--- config.mk ---
export PLATFORM = sky130hd
export DESIGN_NAME = wireless_tx_rate_adaptation_core_flat
export DESIGN_NICKNAME = d
export VERILOG_FILES = /design/src/design/wtra_pkg.sv /design/src/design/wtra_if.sv /design/src/design/wireless_tx_rate_adaptation_core.sv /design/src/flat_wrapper.sv
export SDC_FILE = /design/constraint.sdc
export NUM_CORES = 1
export LEC_CHECK = 0
export BUFFER_PORTS_ARGS = -buffer_cell sky130_fd_sc_hd__buf_2
export CAP_MARGIN = 20
export CORE_ASPECT_RATIO = 1.4
export CORE_MARGIN = 4
export CORE_UTILIZATION = 60
export CTS_BUF_LIST = sky130_fd_sc_hd__clkbuf_16
export CTS_CLUSTER_DIAMETER = 100
export CTS_CLUSTER_SIZE = 10
export DETAILED_ROUTE_END_ITERATION = 7
export PLACE_DENSITY = 0.72
export REMOVE_ABC_BUFFERS = 1
export SYNTH_ARGS = -nofsm -noshare
export SYNTH_HDL_FRONTEND = slang
export SYNTH_SLANG_ARGS = --single-unit
--- constraint.sdc ---
create_clock -name clk -period 18.4 [get_ports clk]
set_input_delay 0 -clock clk [delete_from_list [all_inputs] [get_ports clk]]
set_output_delay 0 -clock clk [all_outputs]
set_load 0.02 [all_outputs]
--- src/design/wtra_pkg.sv ---
// wtra_pkg: shared types and constants of the transmit rate adaptation block
// station table entry layout, command and rate-change codes, register indexes
// no dependencies
`default_nettype none

package wtra_pkg;

  localparam int STA_W     = 4;
  localparam int RATE_W    = 4;
  localparam int CNT_W     = 5;
  localparam int THR_W     = 8;
  localparam int CTR_W     = 16;
  localparam int FRM_W     = 8;
  localparam int CMD_W     = 2;
  localparam int CHG_W     = 2;
  localparam int CFG_IDX_W = 2;
  localparam int MAX_RATES = 16;

  localparam logic [THR_W-1:0] MIN_THR_RST = 8'd1;
  localparam logic [THR_W-1:0] MAX_THR_RST = 8'd15;
  localparam logic [CTR_W-1:0] ENOUGH_TX   = 16'd10;

  typedef enum logic [CMD_W-1:0] {
    CMD_INIT   = 2'd0,
    CMD_REPORT = 2'd1,
    CMD_CHOOSE = 2'd2
  } cmd_t;

  typedef enum logic [CHG_W-1:0] {
    CHG_NONE = 2'd0,
    CHG_UP   = 2'd1,
    CHG_DOWN = 2'd2
  } chg_t;

  typedef enum logic [CFG_IDX_W-1:0] {
    CFG_MIN_THR = 2'd0,
    CFG_MAX_THR = 2'd1
  } cfg_idx_t;

  typedef struct packed {
    logic [CTR_W-1:0]  tx_total;
    logic [CTR_W-1:0]  retry_total;
    logic [THR_W-1:0]  good_run;
    logic [THR_W-1:0]  success_threshold;
    logic              recovering;
    logic [RATE_W-1:0] current_rate;
    logic [CNT_W-1:0]  rate_limit;
  } entry_t;

endpackage

`default_nettype wire

--- src/design/wtra_if.sv ---
// wtra_if: valid/ready channels of the rate adaptation block
// request channel, result channel and register write channel
// depends on wtra_pkg for field widths
`default_nettype none

interface wtra_in_if;
  logic                        valid;
  logic                        ready;
  logic [wtra_pkg::CMD_W-1:0]  command;
  logic [wtra_pkg::STA_W-1:0]  station;
  logic [wtra_pkg::FRM_W-1:0]  frames_sent;
  logic [wtra_pkg::FRM_W-1:0]  retries_seen;
  logic [wtra_pkg::CNT_W-1:0]  rate_count;
  logic [wtra_pkg::RATE_W-1:0] start_rate;

  modport source (output valid, command, station, frames_sent, retries_seen, rate_count,
                  start_rate, input ready);
  modport sink (input valid, command, station, frames_sent, retries_seen, rate_count,
                start_rate, output ready);
endinterface

interface wtra_out_if;
  logic                        valid;
  logic                        ready;
  logic [wtra_pkg::STA_W-1:0]  station_out;
  logic [wtra_pkg::RATE_W-1:0] rate_index;
  logic [wtra_pkg::CHG_W-1:0]  rate_change;
  logic [wtra_pkg::THR_W-1:0]  threshold_now;

  modport source (output valid, station_out, rate_index, rate_change, threshold_now,
                  input ready);
  modport sink (input valid, station_out, rate_index, rate_change, threshold_now,
                output ready);
endinterface

interface wtra_cfg_if;
  logic                           valid;
  logic                           ready;
  logic [wtra_pkg::CFG_IDX_W-1:0] index;
  logic [wtra_pkg::THR_W-1:0]     wdata;

  modport source (output valid, index, wdata, input ready);
  modport sink (input valid, index, wdata, output ready);
endinterface

`default_nettype wire

--- src/design/wireless_tx_rate_adaptation_core.sv ---
// wireless_tx_rate_adaptation_core: per-station transmit rate selector
// station table in one synchronous memory, read-modify-write with forwarding
// depends on wtra_pkg and the channels in wtra_if
//
// usage
//   in_ch carries one request: init (load a station), report (add frame and
//   retry counts, saturating at 16 bits) or choose (apply the step-up /
//   step-down rule). every request gives exactly one result on out_ch.
//   cfg_ch writes the minimum and maximum success threshold; write it only
//   while no request is in flight. cfg_ch.ready is always high.
//   a request goes through the read stage into the result register, which
//   drives out_ch. throughput: one request per cycle while out_ch is not
//   stalled. the table memory is read in the cycle of acceptance and written
//   back when the request leaves the read stage; a request to the station
//   that is being written takes the new entry through a forwarding register.
//   the result register parts the two sides: while out_ch is stalled one
//   more request is taken into the read stage, after that in_ch.ready drops.
//   reset clears the control state and sets the thresholds to 1 and 15; the
//   table is not cleared, so the user must init each station first (not enforced).
`default_nettype none

module wireless_tx_rate_adaptation_core #(
  parameter int NUM_STATIONS = 16
) (
  input  logic      clk,
  input  logic      rst_n,
  wtra_in_if.sink   in_ch,
  wtra_out_if.source out_ch,
  wtra_cfg_if.sink  cfg_ch
);
  import wtra_pkg::*;

  localparam int AW = (NUM_STATIONS > 1) ? $clog2(NUM_STATIONS) : 1;

  logic [THR_W-1:0] min_thr_r;
  logic [THR_W-1:0] max_thr_r;

  logic acc;
  logic advance;
  logic we;

  logic [AW+STA_W-1:0] sta_ext;
  logic [AW-1:0]       rd_addr;
  logic                rd_hit;

  entry_t mem_r [NUM_STATIONS];
  entry_t rd_r;
  entry_t fwd_data_r;
  logic   fwd_r;

  logic              s1_valid_r;
  logic [CMD_W-1:0]  s1_cmd_r;
  logic [STA_W-1:0]  s1_sta_r;
  logic [AW-1:0]     s1_addr_r;
  logic              s1_hit_r;
  logic [FRM_W-1:0]  s1_frm_r;
  logic [FRM_W-1:0]  s1_rty_r;
  logic [CNT_W-1:0]  s1_cnt_r;
  logic [RATE_W-1:0] s1_sr_r;

  logic              out_valid_r;
  logic [STA_W-1:0]  out_sta_r;
  logic [RATE_W-1:0] out_rate_r;
  chg_t              out_chg_r;
  logic [THR_W-1:0]  out_thr_r;

  entry_t            cur;
  entry_t            wdata;
  logic              upd;
  chg_t              chg;
  logic [RATE_W-1:0] res_rate;
  logic [THR_W-1:0]  res_thr;

  // register writes
  assign cfg_ch.ready = 1'b1;

  always_ff @(posedge clk) begin
    if (!rst_n) begin
      min_thr_r <= MIN_THR_RST;
      max_thr_r <= MAX_THR_RST;
    end else if (cfg_ch.valid) begin
      unique case (cfg_idx_t'(cfg_ch.index))
        CFG_MIN_THR: min_thr_r <= cfg_ch.wdata;
        CFG_MAX_THR: max_thr_r <= cfg_ch.wdata;
        default: ;
      endcase
    end
  end

  // handshakes
  assign advance     = !out_valid_r || out_ch.ready;
  assign in_ch.ready = !s1_valid_r || advance;
  assign acc         = in_ch.valid && in_ch.ready;
  assign we          = s1_valid_r && advance && s1_hit_r && upd;

  assign sta_ext = {{AW{1'b0}}, in_ch.station};
  assign rd_addr = sta_ext[AW-1:0];
  assign rd_hit  = int'(in_ch.station) < NUM_STATIONS;

  // station table
  always_ff @(posedge clk) begin
    if (we) begin
      mem_r[s1_addr_r] <= wdata;
    end
    if (acc) begin
      rd_r       <= mem_r[rd_addr];
      fwd_r      <= we && (s1_addr_r == rd_addr);
      fwd_data_r <= wdata;
    end
  end

  // read stage
  always_ff @(posedge clk) begin
    if (!rst_n) begin
      s1_valid_r <= 1'b0;
    end else if (in_ch.ready) begin
      s1_valid_r <= in_ch.valid;
    end
  end

  always_ff @(posedge clk) begin
    if (acc) begin
      s1_cmd_r  <= in_ch.command;
      s1_sta_r  <= in_ch.station;
      s1_addr_r <= rd_addr;
      s1_hit_r  <= rd_hit;
      s1_frm_r  <= in_ch.frames_sent;
      s1_rty_r  <= in_ch.retries_seen;
      s1_cnt_r  <= in_ch.rate_count;
      s1_sr_r   <= in_ch.start_rate;
    end
  end

  // entry update
  always_comb begin
    logic [CTR_W:0]    tx_sum;
    logic [CTR_W:0]    rt_sum;
    logic [CTR_W:0]    rt_inc;
    logic [CTR_W+4:0]  ten_rt;
    logic [CTR_W+1:0]  three_rt;
    logic              enough;
    logic              success;
    logic              failure;
    logic              at_max;
    logic [THR_W-1:0]  run_inc;
    logic [THR_W:0]    dbl;
    logic [CNT_W-1:0]  cnt;
    logic [CNT_W-1:0]  cnt_m1;

    cur    = fwd_r ? fwd_data_r : rd_r;
    wdata  = cur;
    upd    = 1'b0;
    chg    = CHG_NONE;

    tx_sum   = {1'b0, cur.tx_total} + {{(CTR_W-FRM_W+1){1'b0}}, s1_frm_r};
    rt_sum   = {1'b0, cur.retry_total} + {{(CTR_W-FRM_W+1){1'b0}}, s1_rty_r};
    rt_inc   = {1'b0, cur.retry_total} + {{CTR_W{1'b0}}, 1'b1};
    ten_rt   = ({4'b0, rt_inc} << 3) + ({4'b0, rt_inc} << 1);
    three_rt = {1'b0, cur.retry_total, 1'b0} + {2'b0, cur.retry_total};
    enough   = cur.tx_total > ENOUGH_TX;
    success  = {5'b0, cur.tx_total} >= ten_rt;
    failure  = three_rt > {2'b0, cur.tx_total};
    at_max   = ({1'b0, cur.current_rate} + {{RATE_W{1'b0}}, 1'b1}) == cur.rate_limit;
    run_inc  = (cur.good_run == {THR_W{1'b1}}) ? cur.good_run : cur.good_run + 1'b1;
    dbl      = {cur.success_threshold, 1'b0};

    cnt = s1_cnt_r;
    if (cnt == '0) begin
      cnt = CNT_W'(1);
    end else if (cnt > CNT_W'(MAX_RATES)) begin
      cnt = CNT_W'(MAX_RATES);
    end
    cnt_m1 = cnt - 1'b1;

    unique case (cmd_t'(s1_cmd_r))
      CMD_INIT: begin
        upd                     = 1'b1;
        wdata.tx_total          = '0;
        wdata.retry_total       = '0;
        wdata.good_run          = '0;
        wdata.recovering        = 1'b0;
        wdata.success_threshold = min_thr_r;
        wdata.rate_limit        = cnt;
        wdata.current_rate      = ({1'b0, s1_sr_r} > cnt_m1) ? cnt_m1[RATE_W-1:0] : s1_sr_r;
      end
      CMD_REPORT: begin
        upd               = 1'b1;
        wdata.tx_total    = tx_sum[CTR_W] ? {CTR_W{1'b1}} : tx_sum[CTR_W-1:0];
        wdata.retry_total = rt_sum[CTR_W] ? {CTR_W{1'b1}} : rt_sum[CTR_W-1:0];
      end
      CMD_CHOOSE: begin
        upd = 1'b1;
        priority if (success && enough) begin
          if (run_inc >= cur.success_threshold && !at_max) begin
            wdata.recovering   = 1'b1;
            wdata.good_run     = '0;
            wdata.current_rate = cur.current_rate + 1'b1;
            chg                = CHG_UP;
          end else begin
            wdata.recovering = 1'b0;
            wdata.good_run   = run_inc;
          end
        end else if (failure) begin
          wdata.good_run = '0;
          if (cur.current_rate != '0) begin
            if (cur.recovering) begin
              wdata.success_threshold = (dbl > {1'b0, max_thr_r}) ? max_thr_r : dbl[THR_W-1:0];
            end else begin
              wdata.success_threshold = min_thr_r;
            end
            wdata.current_rate = cur.current_rate - 1'b1;
            chg                = CHG_DOWN;
          end
          wdata.recovering = 1'b0;
        end else begin
        end
        if (enough || chg != CHG_NONE) begin
          wdata.tx_total    = '0;
          wdata.retry_total = '0;
        end
      end
      default: ;
    endcase

    if (s1_hit_r) begin
      res_rate = wdata.current_rate;
      res_thr  = wdata.success_threshold;
    end else begin
      res_rate = '0;
      res_thr  = '0;
      chg      = CHG_NONE;
    end
  end

  // result register
  always_ff @(posedge clk) begin
    if (!rst_n) begin
      out_valid_r <= 1'b0;
    end else if (advance) begin
      out_valid_r <= s1_valid_r;
    end
  end

  always_ff @(posedge clk) begin
    if (advance && s1_valid_r) begin
      out_sta_r  <= s1_sta_r;
      out_rate_r <= res_rate;
      out_chg_r  <= chg;
      out_thr_r  <= res_thr;
    end
  end

  assign out_ch.valid         = out_valid_r;
  assign out_ch.station_out   = out_sta_r;
  assign out_ch.rate_index    = out_rate_r;
  assign out_ch.rate_change   = out_chg_r;
  assign out_ch.threshold_now = out_thr_r;

  // checks
  a_stall_holds_item: assert property (@(posedge clk) disable iff (!rst_n)
    !in_ch.ready |-> s1_valid_r && out_valid_r)
    else $error("request channel stalled with a free stage");

  a_forward_taken: assert property (@(posedge clk) disable iff (!rst_n)
    acc && we && (s1_addr_r == rd_addr) |=> fwd_r)
    else $error("write-back to the station being read not forwarded");

  a_step_up_nonzero: assert property (@(posedge clk) disable iff (!rst_n)
    out_valid_r && out_chg_r == CHG_UP |-> out_rate_r != '0)
    else $error("rate increase reported with rate index zero");

  a_step_down_thr: assert property (@(posedge clk) disable iff (!rst_n)
    out_valid_r && out_chg_r == CHG_DOWN |->
      (out_thr_r <= max_thr_r) || (out_thr_r == min_thr_r))
    else $error("threshold after a drop above its ceiling");

endmodule

`default_nettype wire

--- src/flat_wrapper.sv ---
// flat-port wrapper written by rule: the top's interface ports become plain ports
module wireless_tx_rate_adaptation_core_flat import wtra_pkg::*;
#(
  parameter int NUM_STATIONS = 16
)
  (clk, rst_n, in_ch_valid, in_ch_command, in_ch_station, in_ch_frames_sent, in_ch_retries_seen, in_ch_rate_count, in_ch_start_rate, in_ch_ready, out_ch_valid, out_ch_station_out, out_ch_rate_index, out_ch_rate_change, out_ch_threshold_now, out_ch_ready, cfg_ch_valid, cfg_ch_index, cfg_ch_wdata, cfg_ch_ready);
  wtra_in_if in_ch_i ();
  wtra_out_if out_ch_i ();
  wtra_cfg_if cfg_ch_i ();
  input  logic clk;
  input  logic rst_n;
  input wire logic [$bits(in_ch_i.valid)-1:0] in_ch_valid;
  input wire logic [$bits(in_ch_i.command)-1:0] in_ch_command;
  input wire logic [$bits(in_ch_i.station)-1:0] in_ch_station;
  input wire logic [$bits(in_ch_i.frames_sent)-1:0] in_ch_frames_sent;
  input wire logic [$bits(in_ch_i.retries_seen)-1:0] in_ch_retries_seen;
  input wire logic [$bits(in_ch_i.rate_count)-1:0] in_ch_rate_count;
  input wire logic [$bits(in_ch_i.start_rate)-1:0] in_ch_start_rate;
  output wire logic [$bits(in_ch_i.ready)-1:0] in_ch_ready;
  output wire logic [$bits(out_ch_i.valid)-1:0] out_ch_valid;
  output wire logic [$bits(out_ch_i.station_out)-1:0] out_ch_station_out;
  output wire logic [$bits(out_ch_i.rate_index)-1:0] out_ch_rate_index;
  output wire logic [$bits(out_ch_i.rate_change)-1:0] out_ch_rate_change;
  output wire logic [$bits(out_ch_i.threshold_now)-1:0] out_ch_threshold_now;
  input wire logic [$bits(out_ch_i.ready)-1:0] out_ch_ready;
  input wire logic [$bits(cfg_ch_i.valid)-1:0] cfg_ch_valid;
  input wire logic [$bits(cfg_ch_i.index)-1:0] cfg_ch_index;
  input wire logic [$bits(cfg_ch_i.wdata)-1:0] cfg_ch_wdata;
  output wire logic [$bits(cfg_ch_i.ready)-1:0] cfg_ch_ready;
  assign in_ch_i.valid = in_ch_valid;
  assign in_ch_i.command = in_ch_command;
  assign in_ch_i.station = in_ch_station;
  assign in_ch_i.frames_sent = in_ch_frames_sent;
  assign in_ch_i.retries_seen = in_ch_retries_seen;
  assign in_ch_i.rate_count = in_ch_rate_count;
  assign in_ch_i.start_rate = in_ch_start_rate;
  assign in_ch_ready = in_ch_i.ready;
  assign out_ch_valid = out_ch_i.valid;
  assign out_ch_station_out = out_ch_i.station_out;
  assign out_ch_rate_index = out_ch_i.rate_index;
  assign out_ch_rate_change = out_ch_i.rate_change;
  assign out_ch_threshold_now = out_ch_i.threshold_now;
  assign out_ch_i.ready = out_ch_ready;
  assign cfg_ch_i.valid = cfg_ch_valid;
  assign cfg_ch_i.index = cfg_ch_index;
  assign cfg_ch_i.wdata = cfg_ch_wdata;
  assign cfg_ch_ready = cfg_ch_i.ready;
  wireless_tx_rate_adaptation_core #(.NUM_STATIONS(NUM_STATIONS)) u_core (.clk(clk), .rst_n(rst_n), .in_ch(in_ch_i), .out_ch(out_ch_i), .cfg_ch(cfg_ch_i));
endmodule
==> impl_metrics.yaml <==
clock_tree:
  cts_repair_resize_count: 0
  cts_setup_buffers: 0
  path_clk_slew_ps: 60
  root_buffer: "clkbuf_16"
  cts_hold_buffers: 57
  clockBufferDepth: 3
  cts_buffers: 121
  cts_tree: "done"
  cts_sinks: 1112
  insertion_delay_ps: 700
  cts_htree_levels: 3
drt:
  drc: 0
  routed_wl_um: 112200
  drtPass1Iterations: 5
  first_iter_violations: 2711
  via_per_inst: 6.624
  drt.antenna.violating_nets: 0
  vias: 25110
  wl_per_cell_um: 29.61
run_status:
  status: "finished clean"
floorplanning:
  core.rowCount: 121
  coreArea_um2: 77670
  die_area_um2: 82750
  ios: 67
  die_x_um: 244.3
  dieHeight_um: 338.8
  start_util: 0.6038
sta:
  hold_ws_ps: 42.16
  skew_ps: 28.83
  setup_viol: 0
  finalSetupTns_ps: 0
  fin_crit_ps: 8274
  slew_viol_final: 0
  max_freq_mhz: 120.9
  rsz0062_at_grt: "no"
  fin_ws_ps: 10130
  period_share: 0.4497
  hold_viol: 0
  worst_pin_slew_ps: 1131
  relSlewSlack: 0.2414
synth:
  ys_warn_count: 0
  synth_enable_flop_cells: 1094
  synth_area_leaders: "edfxtp_1 70%, mux4_2 14%, ha_1 2.6%, mux2i_1 1.4%, o21ai_0 1.0%"
  synth_top_cell_area_share: 0.7006
  synth.distinct_cells: 88
  yosysSeqAreaShare: 0.7083
  synth_top_area_cell: "edfxtp_1"
  ys_ff_latch: 1112
  syn_inst: 2469
  syn_area_um2: 46890
  ys.flop_type: "edfxtp_1"
  synth_area_per_cell_um2: 18.99
  ys_async_sr_fraction: 0
worst_setup_path:
  crit_buf_inv: 3
  startpoint_type: "flop"
  slowest_delay_ps: 920
  cp.required_ps: 18720
  crit_arrival_ps: 8600
  crit_fanout: 33
  critPathSlowestCell: "o211ai_1"
  path_class: "flop to flop"
  crit_family: "compound AO/OA/AOI/OAI gates"
  cpMostUsedCell: "ha_1"
  end_kind: "flop"
power:
  seq_power_share: 0.512
  pwr-share-comb: 0.128
  powerDensity_nw_per_um2: 109.2
  cell_internal_pwr_w: 0.004389
  ir_worst_vdd_v: 0.0001032
  p_clk_frac: 0.360
  power_switching_w: 0.001386
  p_sw_frac: 0.2400
  leakagePower_nw: 17.80
final_layout:
  area_delta_synth_final_pct: 12.78
  layout_commonest_cell: "edfxtp_1"
  layout.nets: 2858
  finish.utilization: 0.6809
  layout-drive-gt1-share: 0.2357
  stdcell_area_um2: 52880
  layout_common_cells: "1,094 x edfxtp_1, 290 x mux4_2, 124 x clkbuf_16"
grt:
  antenna_found_initial: 2
  grt_pass1_wl_um: 167300
  grt_pass1_vias: 26262
  grt_max_degree: 119
  gr-total-overflow: 0
  grtUsageTotal: 0.2738
placed_design:
  place_ws_ps: 10080
  dpl.hpwl_um: 62290
  place.port_buffers: 65
  dpl_cell_area_um2: 48860
  place_congestion: 0.8989
min_path:
  hold_class: "input port to flop"
job:
  drv_cap: 0
## cell families (layout without fill, tap and decap cells)
kind of cell / count (synthesis) / in the layout / share of synthesized area
flip-flops: 1112 / 1112 / 0.7083
XOR/XNOR: 64 / 64 / 0.01267
multiplexers: 377 / 377 / 0.1590
buffers and inverters: 183 / 459 / 0.01513
AO/OA/AOI/OAI: 310 / 310 / 0.04368
AND/OR/NAND/NOR: 320 / 320 / 0.03333
adder cells (fa/ha/maj): 102 / 102 / 0.02786
other: 1 / 2 / 0.00007997
## routing by layer
metal	global-route usage	share of wire
met5	0	0.00012
met1	0.3662	0.38
met2	0.4692	0.52
met3	0.03252	0.064
met4	0.1031	0.037
## Yosys cell counts, types with 21 or more instances
cell      number
a21o_1        21
a21oi_1       62
buf_1         23
clkbuf_1      68
edfxtp_1    1094
ha_1          98
inv_1         77
mux2i_1       67
mux4_2       290
nand2_1       80
nand3_1       30
nand4_1       22
nor2_1        82
nor2b_1       28
o21ai_0       98
xnor2_1       42
## through the flow
| step | std cells | power (W) |
|---|---|---|
| floorplan | 2367 | 0.003461 |
| global placement | 3550 | 0.003688 |
| detailed placement | 3553 | 0.003716 |
| CTS | 3768 | 0.005796 |
| global route | 3790 | 0.005981 |
| finish | 3791 | 0.005774 |
## power groups by stage
stage	Combinational [W]	Sequential, W	Clock (W)
after floorplan	0.000454	0.00301	0
after global placement	0.000684	0.00300	0
after detailed placement	0.000710	0.00301	0
after CTS	0.000724	0.00296	0.00212
after global routing	0.000803	0.00296	0.00222
final	0.000739	0.00295	0.00208
## final cells by class
type,count,area [um^2]
timing repair buffer,220,1664
multi-input combinational,1174,13110
fill,4930,24780
tap,1045,1308
sequential,1112,33210
clock inverter,34,181.4
inverter,81,304.0
clock buffer,124,3103
antenna,1,2.502
## worst register-to-register path, delay by kind of cell (launching register included)
family	cells	cell delay [ps]
AO/OA/AOI/OAI	11	3530
XOR/XNOR	2	490
adder cells (fa/ha/maj)	3	1000
buffers and inverters	3	990
flip-flops	1	340
multiplexers	1	650
AND/OR/NAND/NOR	6	930
## flip-flops by register name (all words and copies together) (netlist names), 5 cells and up
register and flops:
u_core.mem_r 928, u_core.rd_r 58, u_core.s1_frm_r 8, u_core.s1_rty_r 8, u_core.max_thr_r 8, u_core.s1_cnt_r 5, u_core.out_ch.threshold_now 8, u_core.min_thr_r 8
u_core.fwd_data_r 58
## final timing paths
kind	from	slack, ps	to	cells after the start
worst max-delay path	u_core.fwd_r	10130	u_core.mem_r[7][52]	26
worst min-delay path	in_ch_start_rate[1]	40	u_core.s1_sr_r[1]	2
worst min register to register	u_core.min_thr_r[7]	540	u_core.min_thr_r[7]	2
worst max register to register	u_core.fwd_r	10130	u_core.mem_r[7][52]	26
Power figures use the tool's default switching activity.
